===== config.mk =====
export PLATFORM = sky130hd
export DESIGN_NAME = ssvs_cell
export DESIGN_NICKNAME = d
export VERILOG_FILES = /design/src/hdl/ssvs_pkg.sv /design/src/hdl/ssvs_cell.sv
export SDC_FILE = /design/constraint.sdc
export NUM_CORES = 1
export LEC_CHECK = 0
export ABC_CLOCK_PERIOD_IN_PS = 4600
export CORE_AREA = 2 2 77 152
export CTS_BUF_LIST = sky130_fd_sc_hd__clkbuf_16
export DETAILED_ROUTE_END_ITERATION = 8
export DIE_AREA = 0 0 79 154
export DONT_BUFFER_PORTS = 1
export SLEW_MARGIN = 20
export SYNTH_ARGS = -nofsm -noshare
export SYNTH_HDL_FRONTEND = slang
export SYNTH_SLANG_ARGS = --single-unit

===== constraint.sdc =====
create_clock -name i_clk -period 4.6 [get_ports i_clk]
set_input_delay 1.38 -clock i_clk [delete_from_list [all_inputs] [get_ports i_clk]]
set_output_delay 1.38 -clock i_clk [all_outputs]
set_load 0.02 [all_outputs]

===== src/hdl/ssvs_pkg.sv =====
`timescale 1ns / 1ps

package ssvs_pkg;

    localparam int KEY_W   = 32;
    localparam int WORD_W  = 32;
    localparam int TOTAL_W = 7;

    typedef logic [KEY_W-1:0]   t_key;
    typedef logic [WORD_W-1:0]  t_word;
    typedef logic [1:0]         t_status;
    typedef logic [TOTAL_W-1:0] t_total;
    typedef logic               t_action;

    localparam t_action ACT_SET = 1'b0;
    localparam t_action ACT_GET = 1'b1;

    localparam t_status ST_OK           = 2'd0;
    localparam t_status ST_NOT_FOUND    = 2'd1;
    localparam t_status ST_OUT_OF_RANGE = 2'd2;
    localparam t_status ST_FULL         = 2'd3;

    // Command broadcast to every cell of the chain.
    typedef struct packed {
        t_key  key;
        t_word word;
        logic  insert;
        logic  update;
    } t_cell_cmd;

    // What one cell hands to the next one up the chain.
    typedef struct packed {
        t_key  key;
        t_word word;
        logic  valid;
        logic  lt;
    } t_cell_link;

endpackage


===== src/hdl/ssvs_cell.sv =====
`timescale 1ns / 1ps

module ssvs_cell (
    input  logic                  i_clk,
    input  logic                  i_rst_n,
    input  ssvs_pkg::t_cell_cmd   i_cmd,
    input  ssvs_pkg::t_cell_link  i_prev,
    output ssvs_pkg::t_cell_link  o_link,
    output logic                  o_hit
);
    import ssvs_pkg::*;

    t_key  r_key;
    t_word r_word;
    logic  r_valid;
    t_key  n_key;
    t_word n_word;
    logic  n_valid;
    logic  w_lt;
    logic  w_hit;

    assign w_lt  = r_valid && (r_key < i_cmd.key);
    assign w_hit = r_valid && (r_key == i_cmd.key);

    always_comb begin
        n_key   = r_key;
        n_word  = r_word;
        n_valid = r_valid;
        // On insert, cells at or above the slot move up by one; the slot itself
        // is the first cell whose lower neighbor still holds a smaller key.
        if (i_cmd.insert && !w_lt) begin
            if (i_prev.lt) begin
                n_key   = i_cmd.key;
                n_word  = i_cmd.word;
                n_valid = 1'b1;
            end else begin
                n_key   = i_prev.key;
                n_word  = i_prev.word;
                n_valid = i_prev.valid;
            end
        end
        if (i_cmd.update && w_hit) begin
            n_word = i_cmd.word;
        end
    end

    always_ff @(posedge i_clk) begin
        r_key  <= n_key;
        r_word <= n_word;
        if (!i_rst_n) begin
            r_valid <= 1'b0;
        end else begin
            r_valid <= n_valid;
        end
    end

    assign o_link.key   = r_key;
    assign o_link.word  = r_word;
    assign o_link.valid = r_valid;
    assign o_link.lt    = w_lt;
    assign o_hit        = w_hit;

endmodule


# Word level (Yosys, flattened, before mapping)
# Index checks and enable logic that the tools add are counted.
[totals] register_bits=65 output_inout_bits=67 word_cells=16 input_bits=134
[op_classes] mux=5 n_reduce_logical=6 eq_ne=1 n_lt_le_gt_ge=1
[op_table] op="two-way mux 32 bit" n=4
[op_table] op="equality test 32 bit" n=1
[op_table] op="less-than comparator 32 bit" n=1
[op_table] op="logical AND 1 bit" n=4
[op_table] op="nonzero test 2 bit" n=1
[op_table] op="zero test 1 bit" n=1
[op_table] op="two-way mux 1 bit" n=1

# Logic depth before layout (Yosys ltp)
[logic_depth] depth_word=6 ltp_mapped=9 ltp_nobuf=8

# Least setup slack after synthesis
# No wires, ideal clock.
[synth_path] path_kind="input -> output" startpoint="input port i_cmd[53] (netlist name)" endpoint="output port o_link[0] (netlist name)" path_stages=8 setup_slack_ns=0.287 arrival_time_ns=2.933 required_ns=3.220 path_buffers=1 path_cell_list="inv_1 -> ha_1 -> and3_1 -> a221oi_1 -> nor2b_1 -> or4_1 -> a21oi_1 -> buf_4"
[synth_between] elab_chain_len=2
[synth_lines] item="start: declaration" line_no="ssvs_cell.sv:6" rtl="input ssvs_pkg::t_cell_cmd i_cmd,"
[synth_lines] item="less-than comparator 32 bit" line_no="ssvs_cell.sv:22" rtl="assign w_lt = r_valid && (r_key < i_cmd.key);"
[synth_lines] item="logical AND 1 bit" line_no="ssvs_cell.sv:22"
[synth_lines] item="end: declaration" line_no="ssvs_cell.sv:8" rtl="output ssvs_pkg::t_cell_link o_link,"
# No other way between the ends.

==> impl_metrics.json <==
{
  "nets": 428,
  "critPathRequiredTime_ns": 3.22,
  "layout_setup_ws_ns": 0.1762,
  "cts_inserted_buffers": 9,
  "cpMaxStageDelayCell": "or4_1",
  "path_buf_inv": 2,
  "drtIter0Drc": 47,
  "num_rows": 54,
  "seq_area_frac_synth": 0.5182,
  "core_area_um2": 10950,
  "syn-cell-area_um2": 3747,
  "status": "complete, no violations",
  "worst_pin_slew_ns": 0.7442,
  "grt_max_degree": 35,
  "hold_viol": 0,
  "holdBufCountCts": 0,
  "syn_nets": 423,
  "grt_pass1_wl_mm": 11.95,
  "root_buffer": "clkbuf_16",
  "antenna_found_initial": 2,
  "syn_inst": 257,
  "cp-end-kind": "output pin",
  "leakage_nw": 1.734,
  "cts.sinks": 65,
  "cts_buffer_depth": 2,
  "ant_nets": 0,
  "preCtsSetupSlack_ns": 0.1467,
  "avgSynthCellArea_um2": 14.58,
  "areaGrowthSynthToFinish_pct": 11.45,
  "path_depth": 8,
  "worstPathCellList": "inv_1, ha_1, and3_1, a221oi_1, nor2b_1, or4_1, a21oi_1, buf_4",
  "diodes": 0,
  "fin_util": 0.3816,
  "min_path_cells": 2,
  "overflow": 0,
  "viasPerCell": 5.194,
  "slew_headroom": 0.5028,
  "h-tree-depth": 3,
  "ys_ff_latch": 65,
  "p_per_area_nw_per_um2": 410.3,
  "grt_pass1_vias": 2305,
  "cts_resized": 0,
  "crit_family": "simple AND/OR/NAND/NOR gates",
  "finalSetupTns_ns": 0,
  "fmax_ghz": 0.2260,
  "setup_viol": 0,
  "r2r_cells": 8,
  "drv_cap": 0,
  "fin_crit_ns": 4.424,
  "yosysUniqueCellTypes": 35,
  "drv_slew": 0,
  "grt_usage": 0.1341,
  "drc": 0,
  "gp_congestion": 0.7448,
  "drive_above_1_share": 0.3333,
  "clk_latency_ns": 0.33,
  "worstPathArrival_ns": 3.04,
  "holdCritPathClass": "flop to flop",
  "crit_fanout": 2,
  "vias": 2114,
  "slowest_delay_ns": 0.51,
  "cts_setup_buffers": 0,
  "rsz0062_at_grt": "false",
  "wl_mm": 8.152,
  "yosys_warnings": 0,
  "setup.worst_path.start_class": "primary input",
  "start_util": 0.3424,
  "die_x_um": 79,
  "cts_tree": "built",
  "clk_pin_slew_ns": 0.05,
  "finalClockSkew_ns": 0.007314,
  "place_hpwl_mm": 6.475,
  "io_pins": 201,
  "post_drt_wl_per_cell_um": 20.03,
  "criticalPathCategory": "primary input to output pin",
  "fp.dieArea_um2": 12170,
  "fillers": 1078,
  "die_h_um": 154,
  "port_buffers": 0,
  "ir_drop_mv": 0.1857,
  "first_pass_iters": 3,
  "timing.final.crit_share": 0.9617
}
==> per-stage QoR <==
stage	hold slack, ns	instance area, µm²	std cells	total power [mW]
5_1_grt	0.6415	4177	407	1.789
3_3_place_gp	0.6183	3855	391	0.9918
3_5_place_dp	0.6079	3855	391	0.9975
4_1_cts	0.6235	4177	407	1.739
6_report	0.6152	4177	407	1.713
2_1_floorplan	0.4575	3747	257	0.9622
==> placed cells by master, fill, tap and decap left out, drive strengths merged, types with 2 or more instances in the layout <==
cell type	synthesis	layout
nor2b	2	2
a21o	5	5
clkinv	0	2
and3	2	2
nand4	5	5
and4	2	2
bufinv	0	2
clkbuf	0	9
nand3	4	4
mux2	64	64
ha	32	32
clkinvlp	0	2
inv	32	33
nand2	5	5
edfxtp	64	64
buf	9	3
or4	2	2
o21ai	3	3
a22o	2	2
a21oi	13	13
==> cell type report <==
cell class | instances | area, µm² | area share
tap | 140 | 175.2 | 0.04194
timing repair buffer | 3 | 22.52 | 0.005392
clock buffer | 9 | 225.2 | 0.05392
sequential | 65 | 1942 | 0.4649
inverter | 32 | 120.1 | 0.02876
multi-input combinational | 151 | 1595 | 0.3820
clock inverter | 7 | 96.34 | 0.02307
==> layer usage <==
metal,global-route usage,vias to the layer above,part of all wire
li1,-,970,-
met2,0.2482,132,0.56
met4,0.07061,4,0.033
met5,0,-,0.0037
met3,0.06221,21,0.10
met1,0.1146,987,0.30
==> state kept, by name, summed over array words and instances (netlist names) <==
| signal | count |
|---|---|
| r_word | 32 |
| r_key | 32 |
| r_valid | 1 |
==> synth_stat cells, drive strengths merged <==
cell type   n  share of area
and4        2         0.0053
a21boi      1         0.0020
nand4       5          0.010
nand3       4         0.0053
and3        2         0.0033
and2        1         0.0020
edfxtp     64           0.51
mux2i       1         0.0027
nor3        1         0.0013
dfxtp       1         0.0053
ha         32           0.11
o21ai       3         0.0040
o211ai      1         0.0020
a221oi      1         0.0023
or4         2         0.0040
inv        32          0.032
a21oi      13          0.020
nor4        1         0.0033
buf         9          0.024
nor2        1         0.0010
a22o        2         0.0047
nand2       5         0.0050
mux2       64           0.22
a21o        5          0.010
nand2b      1         0.0017
nor2b       2         0.0033
a211oi      1         0.0020
==> power by group <==
group	switching [mW]	leakage, nW	total, mW	internal (mW)
logic	0.0805	0.953	0.173	0.0923
registers	0.0898	0.628	0.809	0.720
clock network	0.257	0.153	0.731	0.474
total	0.428	1.73	1.71	1.29
==> worst paths after layout <==
| kind | start | to | slack [ns] |
|---|---|---|---|
| setup / recovery | i_cmd[53] | o_link[0] | 0.18 |
| hold reg to reg | r_valid | r_valid | 0.62 |
| hold / removal | r_valid | r_valid | 0.62 |
| setup reg to reg | r_key[30] | r_word[25] | 1.45 |
==> tightest hold or removal path, stage by stage, from the launching register on <==
cell and delay (ns):
dfxtp_1 0.41, nand2_1 0.10, mux2i_1 0.06
==> kinds of logic after synthesis <==
logic type               count (synthesis)  synth area share
flip-flops                              65            0.5182
AO/OA/AOI/OAI                           27           0.04775
multiplexers                            65            0.2250
adder cells (fa/ha/maj)                 32            0.1068
buffers and inverters                   41           0.05643
AND/OR/NAND/NOR                         27           0.04574
(Power assumes the default switching activity.)
